[src/design/framed_line_time_command_parser_top_assert.svh]
// Assertion macros shared by the parser modules.
// Every macro samples on clk_i and is disabled while rst_ni is low.
`ifndef FRAMED_LINE_TIME_COMMAND_PARSER_TOP_ASSERT_SVH
`define FRAMED_LINE_TIME_COMMAND_PARSER_TOP_ASSERT_SVH

// Condition implies consequence in the same cycle.
`define FLTCP_ASSERT_IMP(lbl, ante, cons, msg) \
  lbl: assert property (@(posedge clk_i) disable iff (!rst_ni) (ante) |-> (cons)) \
    else $error(msg);

// Condition implies consequence in the next cycle.
`define FLTCP_ASSERT_NXT(lbl, ante, cons, msg) \
  lbl: assert property (@(posedge clk_i) disable iff (!rst_ni) (ante) |=> (cons)) \
    else $error(msg);

// Condition holds at every edge.
`define FLTCP_ASSERT_INV(lbl, cond, msg) \
  lbl: assert property (@(posedge clk_i) disable iff (!rst_ni) 1'b1 |-> (cond)) \
    else $error(msg);

`endif

[src/design/fltcp_pkg.sv]
`timescale 1ns / 1ps

package fltcp_pkg;

  localparam int unsigned LINE_MAX    = 512;
  localparam int unsigned KEPT_W      = $clog2(LINE_MAX);
  localparam int unsigned BYTE_W      = 8;
  localparam int unsigned LEN_W       = 9;
  localparam int unsigned ACC_W       = 32;
  localparam int unsigned TIME_W      = 2 * ACC_W;
  localparam int unsigned QUEUE_DEPTH = 2;
  localparam int unsigned QPTR_W      = $clog2(QUEUE_DEPTH);
  localparam int unsigned QCNT_W      = $clog2(QUEUE_DEPTH + 1);

  localparam logic [BYTE_W-1:0] CH_AT     = 8'h40;
  localparam logic [BYTE_W-1:0] CH_DOLLAR = 8'h24;
  localparam logic [BYTE_W-1:0] CH_CR     = 8'h0D;
  localparam logic [BYTE_W-1:0] CH_LF     = 8'h0A;
  localparam logic [BYTE_W-1:0] CH_T      = 8'h54;
  localparam logic [BYTE_W-1:0] CH_EQ     = 8'h3D;
  localparam logic [BYTE_W-1:0] CH_COMMA  = 8'h2C;
  localparam logic [BYTE_W-1:0] CH_ZERO   = 8'h30;
  localparam logic [BYTE_W-1:0] CH_NINE   = 8'h39;
  localparam logic [BYTE_W-1:0] CH_SPACE  = 8'h20;
  localparam logic [BYTE_W-1:0] CH_TAB    = 8'h09;
  localparam logic [BYTE_W-1:0] CH_VTAB   = 8'h0B;
  localparam logic [BYTE_W-1:0] CH_FF     = 8'h0C;

  typedef enum logic [1:0] {
    FR_WAIT = 2'd0,
    FR_AT   = 2'd1,
    FR_RECV = 2'd2
  } frame_e;

  typedef enum logic [2:0] {
    PH_T     = 3'd0,
    PH_EQ    = 3'd1,
    PH_WS_HI = 3'd2,
    PH_HI    = 3'd3,
    PH_WS_LO = 3'd4,
    PH_LO    = 3'd5,
    PH_DONE  = 3'd6
  } parse_e;

  typedef struct packed {
    logic              eol;
    logic [KEPT_W-1:0] len;
    logic [BYTE_W-1:0] data;
  } q_entry_t;

  typedef struct packed {
    logic     valid;
    q_entry_t entry;
  } q_xfer_t;

  function automatic logic is_digit(input logic [BYTE_W-1:0] c);
    return (c >= CH_ZERO) && (c <= CH_NINE);
  endfunction

  function automatic logic is_blank(input logic [BYTE_W-1:0] c);
    return (c == CH_SPACE) || (c == CH_TAB) || (c == CH_VTAB) || (c == CH_FF);
  endfunction

  function automatic logic is_eol(input logic [BYTE_W-1:0] c);
    return (c == CH_CR) || (c == CH_LF);
  endfunction

endpackage

[src/design/fltcp_ifs.sv]
`timescale 1ns / 1ps

interface fltcp_byte_if;
  logic                           valid;
  logic                           ready;
  logic [fltcp_pkg::BYTE_W-1:0]   rx_byte;

  modport source (output valid, output rx_byte, input ready);
  modport sink   (input valid, input rx_byte, output ready);
endinterface

interface fltcp_result_if;
  logic                           valid;
  logic                           ready;
  logic [fltcp_pkg::LEN_W-1:0]    payload_length;
  logic                           is_time_command;
  logic [fltcp_pkg::TIME_W-1:0]   time_value;

  modport source (output valid, output payload_length, output is_time_command,
                  output time_value, input ready);
  modport sink   (input valid, input payload_length, input is_time_command,
                  input time_value, output ready);
endinterface

[src/design/fltcp_front.sv]
`timescale 1ns / 1ps
`include "framed_line_time_command_parser_top_assert.svh"

module fltcp_front (
  input  logic                 clk_i,
  input  logic                 rst_ni,
  fltcp_byte_if.sink           rx_i,
  input  logic                 q_full_i,
  output fltcp_pkg::q_xfer_t   push_o
);

  fltcp_pkg::frame_e                frame_q, frame_d;
  logic [fltcp_pkg::KEPT_W-1:0]     kept_q, kept_d;
  logic                             accept;
  logic                             eol;
  logic                             room;

  assign rx_i.ready = !q_full_i;
  assign accept     = rx_i.valid && rx_i.ready;
  assign eol        = fltcp_pkg::is_eol(rx_i.rx_byte);
  assign room       = kept_q < fltcp_pkg::KEPT_W'(fltcp_pkg::LINE_MAX - 1);

  // Next state
  always_comb begin
    frame_d = frame_q;
    if (accept) begin
      case (frame_q)
        fltcp_pkg::FR_AT: begin
          frame_d = (rx_i.rx_byte == fltcp_pkg::CH_DOLLAR) ? fltcp_pkg::FR_RECV
                                                           : fltcp_pkg::FR_WAIT;
        end
        fltcp_pkg::FR_RECV: begin
          if (eol) begin
            frame_d = fltcp_pkg::FR_WAIT;
          end
        end
        default: begin
          frame_d = (rx_i.rx_byte == fltcp_pkg::CH_AT) ? fltcp_pkg::FR_AT
                                                       : fltcp_pkg::FR_WAIT;
        end
      endcase
    end
  end

  // Outputs: forward kept payload bytes and the line end
  always_comb begin
    kept_d            = kept_q;
    push_o.valid      = 1'b0;
    push_o.entry.eol  = eol;
    push_o.entry.len  = kept_q;
    push_o.entry.data = rx_i.rx_byte;
    if (accept) begin
      case (frame_q)
        fltcp_pkg::FR_RECV: begin
          if (eol) begin
            push_o.valid = 1'b1;
            kept_d       = '0;
          end else if (room) begin
            push_o.valid = 1'b1;
            kept_d       = kept_q + 1'b1;
          end
        end
        default: begin
          kept_d = '0;
        end
      endcase
    end
  end

  always_ff @(posedge clk_i or negedge rst_ni) begin
    if (!rst_ni) begin
      frame_q <= fltcp_pkg::FR_WAIT;
      kept_q  <= '0;
    end else begin
      frame_q <= frame_d;
      kept_q  <= kept_d;
    end
  end

  `FLTCP_ASSERT_IMP(a_kept_clear_outside_line, frame_q != fltcp_pkg::FR_RECV, kept_q == '0,
                    "kept count not clear outside a line")

endmodule

[src/design/fltcp_queue.sv]
`timescale 1ns / 1ps
`include "framed_line_time_command_parser_top_assert.svh"

module fltcp_queue (
  input  logic                 clk_i,
  input  logic                 rst_ni,
  input  fltcp_pkg::q_xfer_t   push_i,
  output logic                 full_o,
  output fltcp_pkg::q_xfer_t   head_o,
  input  logic                 pop_i
);

  fltcp_pkg::q_entry_t              mem_q [fltcp_pkg::QUEUE_DEPTH];
  logic [fltcp_pkg::QPTR_W-1:0]     wr_ptr_q, wr_ptr_d;
  logic [fltcp_pkg::QPTR_W-1:0]     rd_ptr_q, rd_ptr_d;
  logic [fltcp_pkg::QCNT_W-1:0]     count_q, count_d;
  logic                             do_push;
  logic                             do_pop;

  assign full_o       = count_q == fltcp_pkg::QCNT_W'(fltcp_pkg::QUEUE_DEPTH);
  assign head_o.valid = count_q != '0;
  assign head_o.entry = mem_q[rd_ptr_q];
  assign do_push      = push_i.valid && !full_o;
  assign do_pop       = pop_i && head_o.valid;

  always_comb begin
    wr_ptr_d = wr_ptr_q;
    rd_ptr_d = rd_ptr_q;
    count_d  = count_q;
    if (do_push) begin
      wr_ptr_d = (wr_ptr_q == fltcp_pkg::QPTR_W'(fltcp_pkg::QUEUE_DEPTH - 1)) ? '0
                                                                              : wr_ptr_q + 1'b1;
    end
    if (do_pop) begin
      rd_ptr_d = (rd_ptr_q == fltcp_pkg::QPTR_W'(fltcp_pkg::QUEUE_DEPTH - 1)) ? '0
                                                                              : rd_ptr_q + 1'b1;
    end
    if (do_push && !do_pop) begin
      count_d = count_q + 1'b1;
    end else if (do_pop && !do_push) begin
      count_d = count_q - 1'b1;
    end
  end

  always_ff @(posedge clk_i or negedge rst_ni) begin
    if (!rst_ni) begin
      wr_ptr_q <= '0;
      rd_ptr_q <= '0;
      count_q  <= '0;
    end else begin
      wr_ptr_q <= wr_ptr_d;
      rd_ptr_q <= rd_ptr_d;
      count_q  <= count_d;
    end
  end

  always_ff @(posedge clk_i) begin
    if (do_push) begin
      mem_q[wr_ptr_q] <= push_i.entry;
    end
  end

  `FLTCP_ASSERT_INV(a_count_in_range,
                    count_q <= fltcp_pkg::QCNT_W'(fltcp_pkg::QUEUE_DEPTH),
                    "queue count beyond depth")
  `FLTCP_ASSERT_IMP(a_no_pop_when_empty, pop_i, count_q != '0, "pop from empty queue")

endmodule

[src/design/fltcp_back.sv]
`timescale 1ns / 1ps
`include "framed_line_time_command_parser_top_assert.svh"

module fltcp_back (
  input  logic                 clk_i,
  input  logic                 rst_ni,
  input  fltcp_pkg::q_xfer_t   head_i,
  output logic                 pop_o,
  fltcp_result_if.source       res_o
);

  fltcp_pkg::parse_e                phase_q, phase_d;
  logic                             failed_q, failed_d;
  logic [fltcp_pkg::ACC_W-1:0]      hi_q, hi_d;
  logic [fltcp_pkg::ACC_W-1:0]      lo_q, lo_d;
  logic                             vld_q, vld_d;
  logic [fltcp_pkg::LEN_W-1:0]      len_q, len_d;
  logic                             cmd_q, cmd_d;
  logic [fltcp_pkg::TIME_W-1:0]     time_q, time_d;
  logic [fltcp_pkg::BYTE_W-1:0]     c;
  logic                             digit;
  logic                             blank;
  logic [fltcp_pkg::ACC_W-1:0]      dval;
  logic                             take_byte;
  logic                             take_eol;
  logic                             ok;

  assign c         = head_i.entry.data;
  assign digit     = fltcp_pkg::is_digit(c);
  assign blank     = fltcp_pkg::is_blank(c);
  assign dval      = fltcp_pkg::ACC_W'(c - fltcp_pkg::CH_ZERO);
  // A line end waits for the result register to be free; payload bytes never wait
  assign pop_o     = head_i.valid && (!head_i.entry.eol || !vld_q || res_o.ready);
  assign take_byte = pop_o && !head_i.entry.eol;
  assign take_eol  = pop_o && head_i.entry.eol;
  assign ok        = !failed_q && ((phase_q == fltcp_pkg::PH_LO) ||
                                   (phase_q == fltcp_pkg::PH_DONE));

  // Next parse state
  always_comb begin
    phase_d  = phase_q;
    failed_d = failed_q;
    if (take_eol) begin
      phase_d  = fltcp_pkg::PH_T;
      failed_d = 1'b0;
    end else if (take_byte && !failed_q) begin
      case (phase_q)
        fltcp_pkg::PH_T: begin
          if (c == fltcp_pkg::CH_T) phase_d = fltcp_pkg::PH_EQ;
          else failed_d = 1'b1;
        end
        fltcp_pkg::PH_EQ: begin
          if (c == fltcp_pkg::CH_EQ) phase_d = fltcp_pkg::PH_WS_HI;
          else failed_d = 1'b1;
        end
        fltcp_pkg::PH_WS_HI: begin
          if (digit) phase_d = fltcp_pkg::PH_HI;
          else if (!blank) failed_d = 1'b1;
        end
        fltcp_pkg::PH_HI: begin
          if (digit) phase_d = fltcp_pkg::PH_HI;
          else if (c == fltcp_pkg::CH_COMMA) phase_d = fltcp_pkg::PH_WS_LO;
          else failed_d = 1'b1;
        end
        fltcp_pkg::PH_WS_LO: begin
          if (digit) phase_d = fltcp_pkg::PH_LO;
          else if (!blank) failed_d = 1'b1;
        end
        fltcp_pkg::PH_LO: begin
          if (!digit) phase_d = fltcp_pkg::PH_DONE;
        end
        default: begin
          phase_d = phase_q;
        end
      endcase
    end
  end

  // Accumulators and result register
  always_comb begin
    hi_d   = hi_q;
    lo_d   = lo_q;
    vld_d  = vld_q && !res_o.ready;
    len_d  = len_q;
    cmd_d  = cmd_q;
    time_d = time_q;
    if (take_eol) begin
      hi_d   = '0;
      lo_d   = '0;
      vld_d  = 1'b1;
      len_d  = fltcp_pkg::LEN_W'(head_i.entry.len);
      cmd_d  = ok;
      time_d = ok ? {hi_q, lo_q} : '0;
    end else if (take_byte && !failed_q && digit) begin
      case (phase_q)
        fltcp_pkg::PH_WS_HI: hi_d = dval;
        fltcp_pkg::PH_HI:    hi_d = (hi_q << 3) + (hi_q << 1) + dval;
        fltcp_pkg::PH_WS_LO: lo_d = dval;
        fltcp_pkg::PH_LO:    lo_d = (lo_q << 3) + (lo_q << 1) + dval;
        default: begin
          hi_d = hi_q;
        end
      endcase
    end
  end

  always_ff @(posedge clk_i or negedge rst_ni) begin
    if (!rst_ni) begin
      phase_q  <= fltcp_pkg::PH_T;
      failed_q <= 1'b0;
      hi_q     <= '0;
      lo_q     <= '0;
      vld_q    <= 1'b0;
    end else begin
      phase_q  <= phase_d;
      failed_q <= failed_d;
      hi_q     <= hi_d;
      lo_q     <= lo_d;
      vld_q    <= vld_d;
    end
  end

  always_ff @(posedge clk_i) begin
    len_q  <= len_d;
    cmd_q  <= cmd_d;
    time_q <= time_d;
  end

  assign res_o.valid           = vld_q;
  assign res_o.payload_length  = len_q;
  assign res_o.is_time_command = cmd_q;
  assign res_o.time_value      = time_q;

  `FLTCP_ASSERT_NXT(a_parse_restart_after_eol, take_eol,
                    (phase_q == fltcp_pkg::PH_T) && !failed_q && vld_q,
                    "parser not restarted after line end")
  `FLTCP_ASSERT_IMP(a_time_zero_unless_cmd, vld_q && !cmd_q, time_q == '0,
                    "time value set on a line that is not a command")

endmodule

[src/design/framed_line_time_command_parser_top.sv]
`timescale 1ns / 1ps
// Channel   Dir  Payload                                                  Transfer
// rx_i      in   rx_byte[7:0]                                             valid && ready
// res_o     out  payload_length[8:0], is_time_command, time_value[63:0]   valid && ready
//
// One byte per cycle unless the queue is full; each result is registered after the queue.
// Each digit of a number costs one pass through the parser's multiply-by-ten accumulate.
// Reset is asynchronous, active low, and leaves the block waiting for the preamble.
// A two-entry queue parts byte intake from parsing; rx_i stalls only when it is full,
// which happens when a line end waits on a result still held on res_o.

module framed_line_time_command_parser_top (
  input  logic              clk_i,
  input  logic              rst_ni,
  fltcp_byte_if.sink        rx_i,
  fltcp_result_if.source    res_o
);

  fltcp_pkg::q_xfer_t  push;
  fltcp_pkg::q_xfer_t  head;
  logic                q_full;
  logic                pop;

  fltcp_front u_front (
    .clk_i    (clk_i),
    .rst_ni   (rst_ni),
    .rx_i     (rx_i),
    .q_full_i (q_full),
    .push_o   (push)
  );

  fltcp_queue u_queue (
    .clk_i  (clk_i),
    .rst_ni (rst_ni),
    .push_i (push),
    .full_o (q_full),
    .head_o (head),
    .pop_i  (pop)
  );

  fltcp_back u_back (
    .clk_i  (clk_i),
    .rst_ni (rst_ni),
    .head_i (head),
    .pop_o  (pop),
    .res_o  (res_o)
  );

endmodule

[src/flat_wrapper.sv]
// flat-port wrapper written by rule: the top's interface ports become plain ports
module framed_line_time_command_parser_top_flat 
  (clk_i, rst_ni, rx_i_valid, rx_i_rx_byte, rx_i_ready, res_o_valid, res_o_payload_length, res_o_is_time_command, res_o_time_value, res_o_ready);
  fltcp_byte_if rx_i_i ();
  fltcp_result_if res_o_i ();
  input  logic clk_i;
  input  logic rst_ni;
  input wire logic [$bits(rx_i_i.valid)-1:0] rx_i_valid;
  input wire logic [$bits(rx_i_i.rx_byte)-1:0] rx_i_rx_byte;
  output wire logic [$bits(rx_i_i.ready)-1:0] rx_i_ready;
  output wire logic [$bits(res_o_i.valid)-1:0] res_o_valid;
  output wire logic [$bits(res_o_i.payload_length)-1:0] res_o_payload_length;
  output wire logic [$bits(res_o_i.is_time_command)-1:0] res_o_is_time_command;
  output wire logic [$bits(res_o_i.time_value)-1:0] res_o_time_value;
  input wire logic [$bits(res_o_i.ready)-1:0] res_o_ready;
  assign rx_i_i.valid = rx_i_valid;
  assign rx_i_i.rx_byte = rx_i_rx_byte;
  assign rx_i_ready = rx_i_i.ready;
  assign res_o_valid = res_o_i.valid;
  assign res_o_payload_length = res_o_i.payload_length;
  assign res_o_is_time_command = res_o_i.is_time_command;
  assign res_o_time_value = res_o_i.time_value;
  assign res_o_i.ready = res_o_ready;
  framed_line_time_command_parser_top u_core (.clk_i(clk_i), .rst_ni(rst_ni), .rx_i(rx_i_i), .res_o(res_o_i));
endmodule
[config.mk]
export PLATFORM = sky130hd
export DESIGN_NAME = framed_line_time_command_parser_top_flat
export DESIGN_NICKNAME = d
export VERILOG_FILES = /design/src/design/fltcp_pkg.sv /design/src/design/fltcp_ifs.sv /design/src/design/fltcp_front.sv /design/src/design/fltcp_queue.sv /design/src/design/fltcp_back.sv /design/src/design/framed_line_time_command_parser_top.sv /design/src/flat_wrapper.sv
export VERILOG_INCLUDE_DIRS = /design/src /design/src/design
export SDC_FILE = /design/constraint.sdc
export NUM_CORES = 1
export LEC_CHECK = 0
export ABC_AREA = 1
export BUFFER_PORTS_ARGS = -buffer_cell sky130_fd_sc_hd__clkbuf_2
export CORE_MARGIN = 2
export CORE_UTILIZATION = 30
export CTS_BUF_LIST = sky130_fd_sc_hd__clkbuf_16
export DETAILED_ROUTE_END_ITERATION = 8
export PLACE_DENSITY = 0.56
export SYNTH_ARGS = -nofsm -noshare
export SYNTH_HDL_FRONTEND = slang
export SYNTH_HIERARCHICAL = 1
export SYNTH_SLANG_ARGS = --single-unit
[constraint.sdc]
create_clock -name clk_i -period 5.48 [get_ports clk_i]
set_input_delay 0.548 -clock clk_i [delete_from_list [all_inputs] [get_ports clk_i]]
set_output_delay 0.548 -clock clk_i [all_outputs]
set_load 0.01 [all_outputs]
==> results summary, run 1 <==
The run finished, with violations left. The final reports fail on design-rule violations. The worst setup path is launched from a flip-flop. The fraction of met3 tracks used by global routing is 2.98%. The first global-routing pass estimated 63500 um of wire. The clock latency of the later-clocked register in the worst-skew pair is 0.50 ns.

The final weighted congestion in routability-driven placement came out at 0.927. In the finished design, the share of the clock period the worst path needs comes to 72.4%. The top-level I/O count came out at 88. The endpoint required time on the critical path came out at 5.82 ns. Once detail routing completed, the nets flagged for antenna violations numbered 0. The clock transition at the registers of the reported paths is 0.09 ns. The initial antenna violation count is 1. The number of pins with negative max-slew slack in the final report came to 0.

The number of I/O port buffers came out at 87. The area growth from synthesis to layout is 11.3%. The total congestion overflow is 0. The instance area at placement is 0.0152 mm2. After synthesis, the netlist uses 39 different library cells. The synthesized netlist net count is 2031. The via density per instance came out at 4.57. The CTS tree is built. The final cell utilization of the core came out at 33.9%. The count of cells resized by post-cts repair came out at 0. The number of cells produced by synthesis is 1890. In this run the biggest area consumer among cell types represents 23.3% of the synthesized area. The global router's overall resource usage came out at 16.5%.

The count of hold buffers inserted by post-cts repair is 0. The area enclosed by the die boundary came out at 0.0491 mm2. The multi-input logic area is 0.00727 mm2.

The cell at the root of the clock tree is sky130_fd_sc_hd__clkbuf_16. In the synthesized netlist the dominant register cell turns out to be sky130_fd_sc_hd__edfxtp_1. Global routing used 26.8% of the available met2 tracks. By startpoint and endpoint, the worst setup path is classified as reg -> reg. The number of flops mapped to enable cells by yosys came out at 110. The average cell area after synthesis is 7.52 um2.

The routed wire length is 38800 um. The combined area of all synthesized cells came out at 0.0142 mm2. The warning count from the yosys run is 6. The worst-case hold slack is 0.123 ns. In the post-synthesis netlist, the biggest area contributors are sky130_fd_sc_hd__edfxtp_1 (23%), sky130_fd_sc_hd__nand2_1 (17%), sky130_fd_sc_hd__dfrtp_1 (15%). The number of nets in the finished design came out at 2106. The floorplan row count came out at 79. STA classifies the critical path endpoint as a flip-flop. The worst reg-to-reg setup slack came out at 1.51 ns. The pre-CTS setup slack is 1.48 ns. The sum of net half-perimeters after detailed placement is 29300 um. The number of hold violations in the final report came out at 0.

The most common cell in the synthesized netlist is sky130_fd_sc_hd__nand2_1. The number of failing setup endpoints in the final timing report came out at 0. For the final database, setup skew stands at 0.0269 ns. The count of filler cells inserted in the layout is 5030. The most utilized layer in the global route result is met2. The total number of clock tree sinks is 194. The final critical-path setup slack is 1.51 ns. Including well taps, the total number of placed cells is 2553.

The pin count of the biggest net entering global routing came out at 52. The standby leakage power is 8.23 nW. For the worst setup path, the data arrival time is 4.31 ns. The post-layout total power came out at 2.98 mW. The floorplan die width came out at 222 um. The setup fix buffers added after clock tree synthesis came out at 0. Counting instances in the post-synthesis netlist gives the leading cell types as sky130_fd_sc_hd__nand2_1 (651), sky130_fd_sc_hd__inv_1 (336), sky130_fd_sc_hd__nor2_1 (177). The worst slew margin relative to its limit is 45.8%. The number of H-tree branching levels is 4. In the global route stage, met1 resource usage came out at 22.1%. The final cell count without fillers came out at 2585. The first TritonRoute pass finished after 7 iterations. The clock passes through at most 2 buffers. The path class of the tightest hold or removal check is in -> async.

The total vias in the final route came out at 11814. The shortest period the worst path allows came out at 3.97 ns. For this run, the top clock speed supported by timing is 0.252 GHz. The flip-flop and latch area came out at 0.00541 mm2.

The setup TNS after final layout came out at 0 ns. For the pin with the worst max-slew slack, the measured transition is 0.813 ns. The floorplan die height came out at 222 um.

The post-route netlist has 9.00% of its cells at a drive strength greater than 1. Once the floorplan was initialized, standard cells occupied 30.4% of the core. The via count of the first global-routing pass is 11831.

The library cell with the largest summed area after synthesis is sky130_fd_sc_hd__edfxtp_1. The synthesized design contains 194 register bits. The cell depth of the worst flop-to-flop path came out at 19. Setup repair after global routing left no endpoint under its margin. The starting DRC count in detailed routing is 828. Summing all non-filler instances in the final layout gives an area of 0.0158 mm2.

The part of the Yosys area used for sequential elements came out at 38.1%. VDD sags by at most 0.196 mV. The number of diodes added for antenna fixing is 0. The detailed-route wire length per cell is 15.0 um. The power density of the placed cells came out at 189 mW/mm2. The async set or reset register ratio after synthesis came out at 43.3%. The count of max-cap constraint violations is 0. The number of buffers inserted during clock tree synthesis is 17. The maximum fanout count along the critical path is 20. The placeable core region came out at 0.0467 mm2. The remaining design rule violation count is 6.
power breakdown:
| part | internal [mW] | switching, mW | total (mW) | leakage, nW |
|---|---|---|---|---|
| Clock | 0.603 | 0.675 | 1.28 | 0.279 |
| Combinational | 0.0471 | 0.116 | 0.163 | 5.72 |
| Sequential | 1.54 | 0.00549 | 1.54 | 2.24 |
cells by family (layout without fill, tap and decap cells):
family	Yosys count	after routing	synth area share, %
simple gates	1003	1003	29.1
buf+inv	382	470	10.9
flops	194	194	38.1
compound gates	165	165	6.52
fa+ha+maj	129	129	14.4
xor+xnor	17	17	1.05
path summary, 6_finish.rpt:
kind	from	to
worst max-delay path	u_core/u_queue/rd_ptr_q$_DFFE_PN0P_	u_core/u_back/lo_q[21]$_DFFE_PN0P_
worst min-delay path	rst_ni	u_core/u_back/hi_q[12]$_DFFE_PN0P_
worst max register to register	u_core/u_queue/rd_ptr_q$_DFFE_PN0P_	u_core/u_back/lo_q[21]$_DFFE_PN0P_
worst min register to register	u_core/u_queue/wr_ptr_q$_DFFE_PN0N_	u_core/u_queue/wr_ptr_q$_DFFE_PN0N_
max in group asynchronous	rst_ni	u_core/u_back/lo_q[13]$_DFFE_PN0P_
min in group clk_i	rx_i_rx_byte[7]	u_core/u_queue/mem_q[0][7]$_DFFE_PP_
worst max-delay path, stage by stage, from the launching register on:
cell and delay (ns):
sky130_fd_sc_hd__dfrtp_1 0.33, sky130_fd_sc_hd__buf_4 0.23, sky130_fd_sc_hd__inv_2 0.20, sky130_fd_sc_hd__nand2_1 0.10, sky130_fd_sc_hd__nand2_1 0.09, sky130_fd_sc_hd__ha_1 0.30
sky130_fd_sc_hd__nor2_4 0.18, sky130_fd_sc_hd__buf_4 0.29, sky130_fd_sc_hd__fa_1 0.47, sky130_fd_sc_hd__ha_1 0.36, sky130_fd_sc_hd__nand2_1 0.15, sky130_fd_sc_hd__inv_1 0.05
sky130_fd_sc_hd__a21oi_1 0.24, sky130_fd_sc_hd__nand3_1 0.26, sky130_fd_sc_hd__nand2_1 0.17, sky130_fd_sc_hd__nand2_1 0.07, sky130_fd_sc_hd__nand2_1 0.06, sky130_fd_sc_hd__nand3_1 0.09
sky130_fd_sc_hd__nand2_1 0.10, sky130_fd_sc_hd__o21ai_1 0.06
per-layer routing:
metal	part of all wire [%]	vias to the layer above
met3	3.5	47
li1	-	6036
met5	0.033	-
met1	48	5528
met4	2.4	2
met2	46	201
placed cells by master (no fill, tap or decap), types with 14 or more instances in the layout:
cell type	instances
sky130_fd_sc_hd__nand2_1	651
sky130_fd_sc_hd__inv_1	336
sky130_fd_sc_hd__nor2_1	174
sky130_fd_sc_hd__nand3_1	121
sky130_fd_sc_hd__edfxtp_1	110
sky130_fd_sc_hd__clkbuf_2	86
sky130_fd_sc_hd__dfrtp_1	84
sky130_fd_sc_hd__ha_1	71
sky130_fd_sc_hd__a21oi_1	67
sky130_fd_sc_hd__o21ai_0	59
sky130_fd_sc_hd__fa_1	58
sky130_fd_sc_hd__clkbuf_16	17
sky130_fd_sc_hd__nand4_1	17
sky130_fd_sc_hd__o21ai_2	14
area by class of cell:
type | instances | share of cell area, %
clock buffers | 17 | 2.69
clock inverters | 15 | 0.918
inverters | 341 | 8.10
multi-input cells | 1314 | 46.0
flip-flops and latches | 194 | 34.2
well taps | 607 | 4.80
repair buffers | 97 | 3.32
sequential cells by signal, summed over array words and instances, names as in the netlist:
signal / count
u_core/u_front/kept_q: 9
u_core/u_back/res_o.valid: 1
u_core/u_back/phase_q: 3
u_core/u_queue/rd_ptr_q: 1
u_core/u_queue/count_q: 2
u_core/u_back/lo_q: 32
u_core/u_back/res_o.time_value: 64
u_core/u_back/res_o.payload_length: 9
u_core/u_back/hi_q: 32
u_core/u_front/frame_q: 2
u_core/u_back/failed_q: 1
u_core/u_back/res_o.is_time_command: 1
u_core/u_queue/wr_ptr_q: 1
u_core/u_queue/mem_q: 36
Power figures use the tool's default switching activity.
==> run 2: changes to the inputs <==
ABC_AREA = 0   (was 1)
clock period = 3.3 ns   (was 5.48 ns; I/O delays follow)
==> results summary, run 2 <==
The synthesized netlist net count came out at 1370 (-33%). The top routing layer in use is met4. The class of the tightest hold or removal check is in -> async. The routed length on met3 came out at 1030 um (-25%).

The final critical-path setup slack came out at -0.772 ns (-2.28 ns). Traced cell by cell, the critical path runs through buf_6, mux2_4, nor3_4, buf_12, buf_12, fa_1, ha_4, nand2_4, a2111oi_4, a2111oi_4, a2111o_1, a21oi_4, a21o_4, a2111oi_4, a41o_1, o31ai_2. The via count of the first global-routing pass is 10743 (-9.2%). For this run, the leading register cell type out of synthesis is sky130_fd_sc_hd__edfxtp_1.

The detailed-route wire length per cell is 16.9 um (+13%). The number of H-tree branching levels is 4 (unchanged). The worst flop-to-flop path endpoint is u_core/u_back/hi_q[26]$_DFFE_PN0P_. The final weighted congestion in routability-driven placement was 0.882 (-4.8%). The number of optimization iterations in the first detailed-route pass is 5 (-2).

The data arrival time of the worst path is 4.45 ns (+0.14 ns). The sum of net half-perimeters after detailed placement came out at 25600 um (-12%). The average cell area after synthesis came out at 10.4 um2 (+39%). The floorplan die height is 211 um (-4.9%). The endpoint required time on the critical path came out at 3.68 ns (-2.14 ns). The pin count of the biggest net entering global routing is 67 (+29%).

Ranked by total cell area, the synthesized netlist is headed by sky130_fd_sc_hd__edfxtp_1 (26%), sky130_fd_sc_hd__dfrtp_1 (16%), sky130_fd_sc_hd__fa_1 (9.1%). The floorplan row count came out at 75 (-5.1%). The warning count from the yosys run came to 6 (unchanged). The buffers plus inverters on the worst setup path came out at 3 (-1). The worst setup path is of the reg -> reg kind. The placeable core region came to 0.0420 mm2 (-9.9%). The maximum fanout count along the critical path is 6 (-70%). The first-pass GRT wire length came out at 56900 um (-11%).

Setup repair after global routing could not meet its margin everywhere. The floorplan die width was 211 um (-4.9%). The top-level I/O count is 88 (unchanged). STA classifies the critical path startpoint as a flip-flop.

The async set or reset register ratio after synthesis was 43.3% (unchanged). The library cells used most frequently in the layout, excluding fill and tap cells, are sky130_fd_sc_hd__buf_4 (256), sky130_fd_sc_hd__edfxtp_1 (110), sky130_fd_sc_hd__nand2_1 (109). The final cell utilization of the core was 42.8% (+8.9 points). The power density of the placed cells is 267 mW/mm2 (+42%). The area growth from synthesis to layout came out at 40.5%.

The starting DRC count in detailed routing is 575 (-31%). The worst slew margin relative to its limit is 34.4% (-11 points). The initial antenna violation count came out at 0 (-1). The commonest cells after synthesis are sky130_fd_sc_hd__nand2_1 (117), sky130_fd_sc_hd__edfxtp_1 (110), sky130_fd_sc_hd__nor2_1 (91). The library cell with the highest instance count after synthesis is sky130_fd_sc_hd__nand2_1. The count of max-cap constraint violations came out at 0 (unchanged). The global router's overall resource usage was 16.2% (-0.31 points). The largest incremental delay on the critical path is 0.44 ns (-0.03 ns).

The count of antenna-violating nets left after detailed routing came out at 0 (unchanged). Of all cell types, the one taking the most synthesized area is sky130_fd_sc_hd__edfxtp_1. On the critical path, the stage with the largest delay is an instance of sky130_fd_sc_hd__dfrtp_1.

The final reports fail on negative setup slack. The routed wire length on met2 is 17600 um (-0.69%). The number of I/O port buffers came to 87 (unchanged).

The routed wire length came out at 35800 um (-7.7%). The worst reg-to-reg setup slack is -0.77 ns (-2.28 ns). The number of nets in the finished design came to 1709 (-19%). The number of diodes added for antenna fixing came out at 0 (unchanged). The share of cells above drive strength 1 was 40.1% (+31 points). The area enclosed by the die boundary came out at 0.0444 mm2 (-9.6%). The proportion of netlist area held by the largest area contributor came to 25.8% (+2.5 points). The instance area at placement came out at 0.0158 mm2 (+3.9%). TritonCTS built the clock tree. The maximum clock frequency is 0.246 GHz (-2.6%). The startpoint of the most critical register-to-register path is u_core/u_queue/rd_ptr_q$_DFFE_PN0P_. The final worst-path cycle share is 123% (+51 points). The transition at the pin with the smallest max-transition slack came out at 0.984 ns (+0.172 ns). The maximum clock skew at final layout was 0.0164 ns (-0.0105 ns). The number of cells produced by synthesis was 1229 (-35%). The setup TNS after final layout is -21.45 ns (-21.45 ns).

The number of failing setup endpoints in the final timing report was 48 (+48). The clock transition at the registers of the reported paths came out at 0.09 ns (about the same). The number of flops mapped to enable cells by yosys came out at 110 (unchanged).

The standby leakage power came out at 8.11 nW (-1.5%). The met1 wire length is 16600 um (-12%). CTS placed an instance of sky130_fd_sc_hd__clkbuf_16 at the clock tree root. The number of different library cells in the post-synthesis netlist is 88 (+130%). STA classifies the critical path endpoint as a flip-flop. The number of pins with negative max-slew slack in the final report came out at 0 (unchanged). The remaining design rule violation count came to 0 (-6). The number of flip-flops in the largest register came out at 64 (unchanged).

The final standard cell area without fillers is 0.0180 mm2 (+14%). The cell depth of the worst flop-to-flop path is 16 (-3). The total number of clock tree sinks is 194 (unchanged). The part of the Yosys area used for sequential elements was 42.2% (+4.1 points).

The cell seen most often among critical-path stages is sky130_fd_sc_hd__a2111oi_4. The flow ran to the end, but the final reports show violations. The total of flip-flops plus latches after synthesis was 194 (unchanged).

The total congestion overflow came out at 0 (unchanged). The most common library cell in the layout ignoring fill and taps is sky130_fd_sc_hd__buf_4. The post-layout total power came to 4.81 mW (+61%). The peak supply drop came out at 0.382 mV (+95%). The number of buffers inserted during clock tree synthesis is 17 (unchanged). The total vias in the final route came to 10456 (-11%).

The starting density of the core is 30.5% (about the same). The via density per instance came to 4.93 (+7.9%). The shortest period the worst path allows is 4.07 ns (+0.104 ns). The number of hold violations in the final report came out at 0 (unchanged). The count of filler cells inserted in the layout came out at 3977 (-21%). The clock latency of the later-clocked register in the worst-skew pair is 0.48 ns (-0.02 ns).

The largest delay contributor family on the critical path is compound AO/OA/AOI/OAI gates. The combined area of all synthesized cells came out at 0.0128 mm2 (-9.8%). The number of buffers on the longest clock path came out at 2 (unchanged).
[run 2: changes by cell type in the layout (fill, tap and decap cells not counted), moves of 28 or more]
cell | before | now
sky130_fd_sc_hd__nand2_1 | 651 | 109
sky130_fd_sc_hd__inv_1 | 336 | 41
sky130_fd_sc_hd__buf_4 | 10 | 256
sky130_fd_sc_hd__nand3_1 | 121 | 18
sky130_fd_sc_hd__nor2_1 | 174 | 79
sky130_fd_sc_hd__and2_1 | 4 | 67
sky130_fd_sc_hd__o21ai_1 | 6 | 44
sky130_fd_sc_hd__ha_1 | 71 | 36
sky130_fd_sc_hd__o21ai_0 | 59 | 24
sky130_fd_sc_hd__ha_4 | 0 | 33
sky130_fd_sc_hd__buf_6 | 0 | 28
[run 2: cells by family (layout without fill, tap and decap cells)]
logic type / Yosys count / count (layout) / share of synthesized area [%]
buf+inv: 111 / 463 / 3.77
compound gates: 315 / 315 / 16.0
mux: 26 / 26 / 2.51
flops: 194 / 194 / 42.2
fa+ha+maj: 129 / 129 / 16.0
xor+xnor: 56 / 56 / 3.83
simple gates: 398 / 398 / 15.7
[run 2: where the power goes]
part / leakage (nW) / total [mW] / switching (mW) / internal [mW]
combinational: 5.45 / 0.0758 / 0.0515 / 0.0242
clock: 0.292 / 2.19 / 1.09 / 1.09
sequential: 2.37 / 2.55 / 0.00225 / 2.54
[run 2: worst max path at each step]
stage	from	end	slack [ns]	cells past startpoint
after floorplan	u_core/u_queue/rd_ptr_q$_DFFE_PN0P_	u_core/u_back/hi_q[26]$_DFFE_PN0P_	-2.37	15
after detailed placement	u_core/u_queue/rd_ptr_q$_DFFE_PN0P_	u_core/u_back/hi_q[28]$_DFFE_PN0P_	-0.84	16
final	u_core/u_queue/rd_ptr_q$_DFFE_PN0P_	u_core/u_back/hi_q[26]$_DFFE_PN0P_	-0.77	16
after global routing	u_core/u_queue/rd_ptr_q$_DFFE_PN0P_	u_core/u_back/hi_q[28]$_DFFE_PN0P_	-0.92	16
after CTS	u_core/u_queue/rd_ptr_q$_DFFE_PN0P_	u_core/u_back/hi_q[26]$_DFFE_PN0P_	-0.81	16
after global placement	u_core/u_queue/rd_ptr_q$_DFFE_PN0P_	u_core/u_back/lo_q[30]$_DFFE_PN0P_	-0.73	16
[run 2: per-layer routing]
metal / vias up / track usage, %
li1: 5077 / -
met1: 5178 / 21.7
met2: 171 / 26.8
met3: 30 / 2.39
met4: 0 / 5.51
met5: - / 0
[run 2: timing repair]
| action | in CTS | in global routing |
|---|---|---|
| gates resized for setup | 105 | 142 |
| setup endpoints to repair | 52 | 59 |
| hold buffers | 0 | 0 |
| cloned | 0 | 2 |
| pin swaps | 62 | 117 |
| setup buffers | 20 | 38 |
[run 2: final cells by class]
class / count / area, um2 / area share [%]
inverters: 50 / 198 / 1.10
clock inverters: 15 / 190 / 1.06
multi-input cells: 924 / 8240 / 45.8
repair buffers: 381 / 2860 / 15.9
clock buffers: 17 / 425 / 2.36
flip-flops and latches: 194 / 5410 / 30.0
well taps: 539 / 674 / 3.75
[run 2: stage by stage]
step / std cells / setup WS [ns] / hold slack (ns)
floorplan: 1229 / -2.37 / 0.0344
global placement: 2035 / -0.725 / 0.474
detailed placement: 2035 / -0.836 / 0.485
CTS: 2087 / -0.810 / 0.0371
global route: 2120 / -0.917 / 0.0800
finish: 2120 / -0.772 / 0.00691
==> run 3: changes to the inputs <==
CELL_PAD_IN_SITES_DETAIL_PLACEMENT = 0   (was unset)
CELL_PAD_IN_SITES_GLOBAL_PLACEMENT = 1   (was unset)
PLACE_DENSITY = 0.65   (was 0.56)
==> results summary, run 3 (synthesized netlist as in run 2, its figures left out) <==
The worst-case hold slack came out at 0.126 ns (+0.119 ns). The cell seen most often among critical-path stages is sky130_fd_sc_hd__a2111oi_4. The final cell count without fillers came out at 2109 (-0.52%). The total congestion overflow is 0 (unchanged). The number of I/O port buffers was 87 (unchanged). The flip-flop and latch area is 0.00541 mm2 (about the same). The fraction of power spent switching nets is 23.5% (-0.32 points).

The initial antenna violation count came out at 0 (unchanged). The number of optimization iterations in the first detailed-route pass is 4 (-1). The power density of the placed cells came out at 267 mW/mm2 (-0.20%). The largest incremental delay on the critical path came out at 0.45 ns (about the same). The number of buffers on the longest clock path came out at 2 (unchanged). Setup repair after global routing could not meet its margin everywhere.

The startpoint kind of the worst setup timing path is a flip-flop. The detailed-route wire length per cell is 17.0 um (+0.42%). The via count of the first global-routing pass is 10796 (+0.49%).

The critical path starts at u_core/u_queue/rd_ptr_q$_DFFE_PN0P_. The clock transition at the registers of the reported paths is 0.08 ns (about the same). The slowest stage of the critical path is the sky130_fd_sc_hd__dfrtp_2 cell. The clock latency of the later-clocked register in the worst-skew pair is 0.46 ns (-0.02 ns). The number of pins with negative max-slew slack in the final report is 0 (unchanged). The floorplan row count came out at 75 (unchanged).

The number of nets in the finished design is 1698 (-0.64%). The number of placed cells counting well taps came out at 2028 (-0.34%). The pre-CTS setup slack came out at -0.890 ns (-0.0545 ns). The count of max-cap constraint violations is 0 (unchanged). The maximum clock frequency was 0.241 GHz (-2.0%).

The remaining design rule violation count came out at 0 (unchanged). The worst slew margin relative to its limit is 41.0% (+6.7 points). The startpoint identified for the worst register-to-register timing path is u_core/u_queue/rd_ptr_q$_DFFE_PN0P_.

The total vias in the final route came to 10389 (-0.64%). The first-pass GRT wire length came out at 58100 um (+2.3%). The number of flip-flops in the largest register came out at 64 (unchanged). The multi-input logic area came out at 0.00820 mm2 (-0.52%). The root buffer cell chosen for the clock tree is sky130_fd_sc_hd__clkbuf_16. The shortest period the worst path allows is 4.16 ns (+0.0851 ns). The net switching power of the design came out at 1.12 mW (-2.1%). The instance area at placement was 0.0158 mm2 (-0.41%). The critical path goes through mux2_4, ha_4, nor3_4, buf_12, buf_12, fa_2, ha_4, nand2_4, a2111oi_4, a2111oi_4, a2111o_1, a21oi_4, a21o_4, a2111oi_4, a41o_1, o31ai_2.

The final standard cell area without fillers is 0.0179 mm2 (-0.53%). The top-level I/O count came out at 88 (unchanged). The combinational share of power came to 1.6% (about the same).

The area enclosed by the die boundary came out at 0.0444 mm2 (unchanged). The final worst-path cycle share is 126% (+2.6 points). The number of H-tree branching levels is 4 (unchanged).

The number of hold violations in the final report came out at 0 (unchanged). The number of diodes added for antenna fixing came out at 0 (unchanged). The endpoint required time on the critical path is 3.67 ns (about the same). The final cell utilization of the core came out at 42.6% (-0.23 points).

The placeable core region came out at 0.0420 mm2 (unchanged). The share of cells above drive strength 1 came to 39.0% (-1.1 points). The routed wire length was 35800 um (-0.10%). The area growth from synthesis to layout is 39.7%. The sum of net half-perimeters after detailed placement came out at 25000 um (-2.6%). The proportion of power drawn by the clock network came out at 45.0% (-0.5 points). The CTS tree is built.

The count of filler cells inserted in the layout was 3992 (+0.38%). The setup TNS after final layout came out at -22.20 ns (-0.748 ns). The final weighted congestion in routability-driven placement was 0.827 (-6.3%). The starting density of the core came out at 30.5% (unchanged). The transition at the pin with the smallest max-transition slack is 0.884 ns (-0.0999 ns). The maximum fanout count along the critical path is 5 (-1). The data arrival time of the worst path is 4.52 ns (+0.07 ns). The number of failing setup endpoints in the final timing report came out at 45 (-6.3%).

The final reports fail on negative setup slack. The starting DRC count in detailed routing is 477 (-17%). The library cell used most frequently in the layout, excluding fill and tap cells, is sky130_fd_sc_hd__buf_4. The global router's overall resource usage is 16.7% (+0.49 points). The cell depth of the worst flop-to-flop path is 16 (unchanged). The number of buffers inserted during clock tree synthesis came out at 17 (unchanged). The worst reg-to-reg setup slack was -0.86 ns (-0.09 ns).

The via density per instance was 4.93 (-0.12%). The critical path is of the reg -> reg type. The peak supply drop came out at 0.222 mV (-42%).

The standby leakage power came to 8.05 nW (-0.68%). Counting instances, the worst hold path has a depth of 1. The floorplan die height is 211 um (unchanged). The count of antenna-violating nets left after detailed routing is 0 (unchanged). In the layout the commonest cells are sky130_fd_sc_hd__buf_4 (241), sky130_fd_sc_hd__edfxtp_1 (110), sky130_fd_sc_hd__nand2_1 (109). The final critical-path setup slack came out at -0.857 ns (-0.0851 ns). The class of the tightest hold or removal check is in -> reg. The total number of clock tree sinks is 194 (unchanged). The pin count of the biggest net entering global routing is 80 (+19%). The maximum clock skew at final layout came out at 0.0151 ns (-0.00133 ns). The post-layout total power is 4.77 mW (-0.73%). The cell internal power dissipation came out at 3.65 mW (-0.31%). The worst hold path begins at rx_i_rx_byte[0]. The proportion of power drawn by flip-flops and latches is 53.4% (+0.4 points). The flow ran to the end, but the final reports show violations. The nature of the critical path endpoint is a flip-flop. The floorplan die width is 211 um (unchanged).
run 3: cell types whose count changed in the layout (fill, tap and decap cells not counted), sizes merged:
cell         before  now
buf             294  283
clkinv            6    7
clkinvlp          2    1
dlygate4sd3       0    1
clkbuf          104  103
run 3: layout make-up:
type	instances	area share, %
Timing Repair Buffer	370	15.8
Tap cell	539	3.77
Multi-Input combinational cell	924	45.8
Clock inverter	15	0.965
Sequential cell	194	30.2
Clock buffer	17	2.38
Inverter	50	1.10
run 3: power groups by stage:
| stage | clock network (mW) | registers (mW) | logic [mW] |
|---|---|---|---|
| 2_1_floorplan | 0 | 2.60 | 0.0308 |
| 3_3_place_gp | 0 | 2.60 | 0.0753 |
| 4_1_cts | 2.22 | 2.55 | 0.0801 |
| 3_5_place_dp | 0 | 2.60 | 0.0765 |
| 6_report | 2.15 | 2.55 | 0.0782 |
| 5_1_grt | 2.30 | 2.55 | 0.0879 |
run 3: path summary, 6_finish.rpt:
| path | to |
|---|---|
| min in group asynchronous | u_core/u_back/hi_q[27]$_DFFE_PN0P_ |
| max reg2reg | u_core/u_back/hi_q[26]$_DFFE_PN0P_ |
| max in group asynchronous | u_core/u_front/kept_q[0]$_DFFE_PN0P_ |
| min reg2reg | u_core/u_back/lo_q[31]$_DFFE_PN0P_ |
| min | u_core/u_queue/mem_q[1][0]$_DFFE_PP_ |
| max | u_core/u_back/hi_q[26]$_DFFE_PN0P_ |
run 3: what timing repair did:
item,in CTS,in global routing
gates resized for setup,157,86
endpoints found under the hold margin,2,0
hold buffers,1,0
cloned,1,0
buffers inserted,36,18
endpoints found under the setup margin,62,56
pin swaps,117,98
run 3: critical path: cells and delay by family, from the launching register on:
kind / cells / cell delay [ns]
DFF: 1 / 0.45
and+or+nand+nor: 2 / 0.30
adders and majority gates: 3 / 0.96
AOI/OAI and AO/OA: 8 / 1.70
muxes: 1 / 0.35
buffers and inverters: 2 / 0.29
run 3: per-layer routing:
metal / up-vias / track usage, % / part of all wire, %
met5: - / 0 / 0
met4: 0 / 3.74 / 1.0
met1: 5173 / 22.2 / 47
li1: 5060 / - / -
met3: 21 / 2.63 / 2.8
met2: 135 / 28.6 / 49
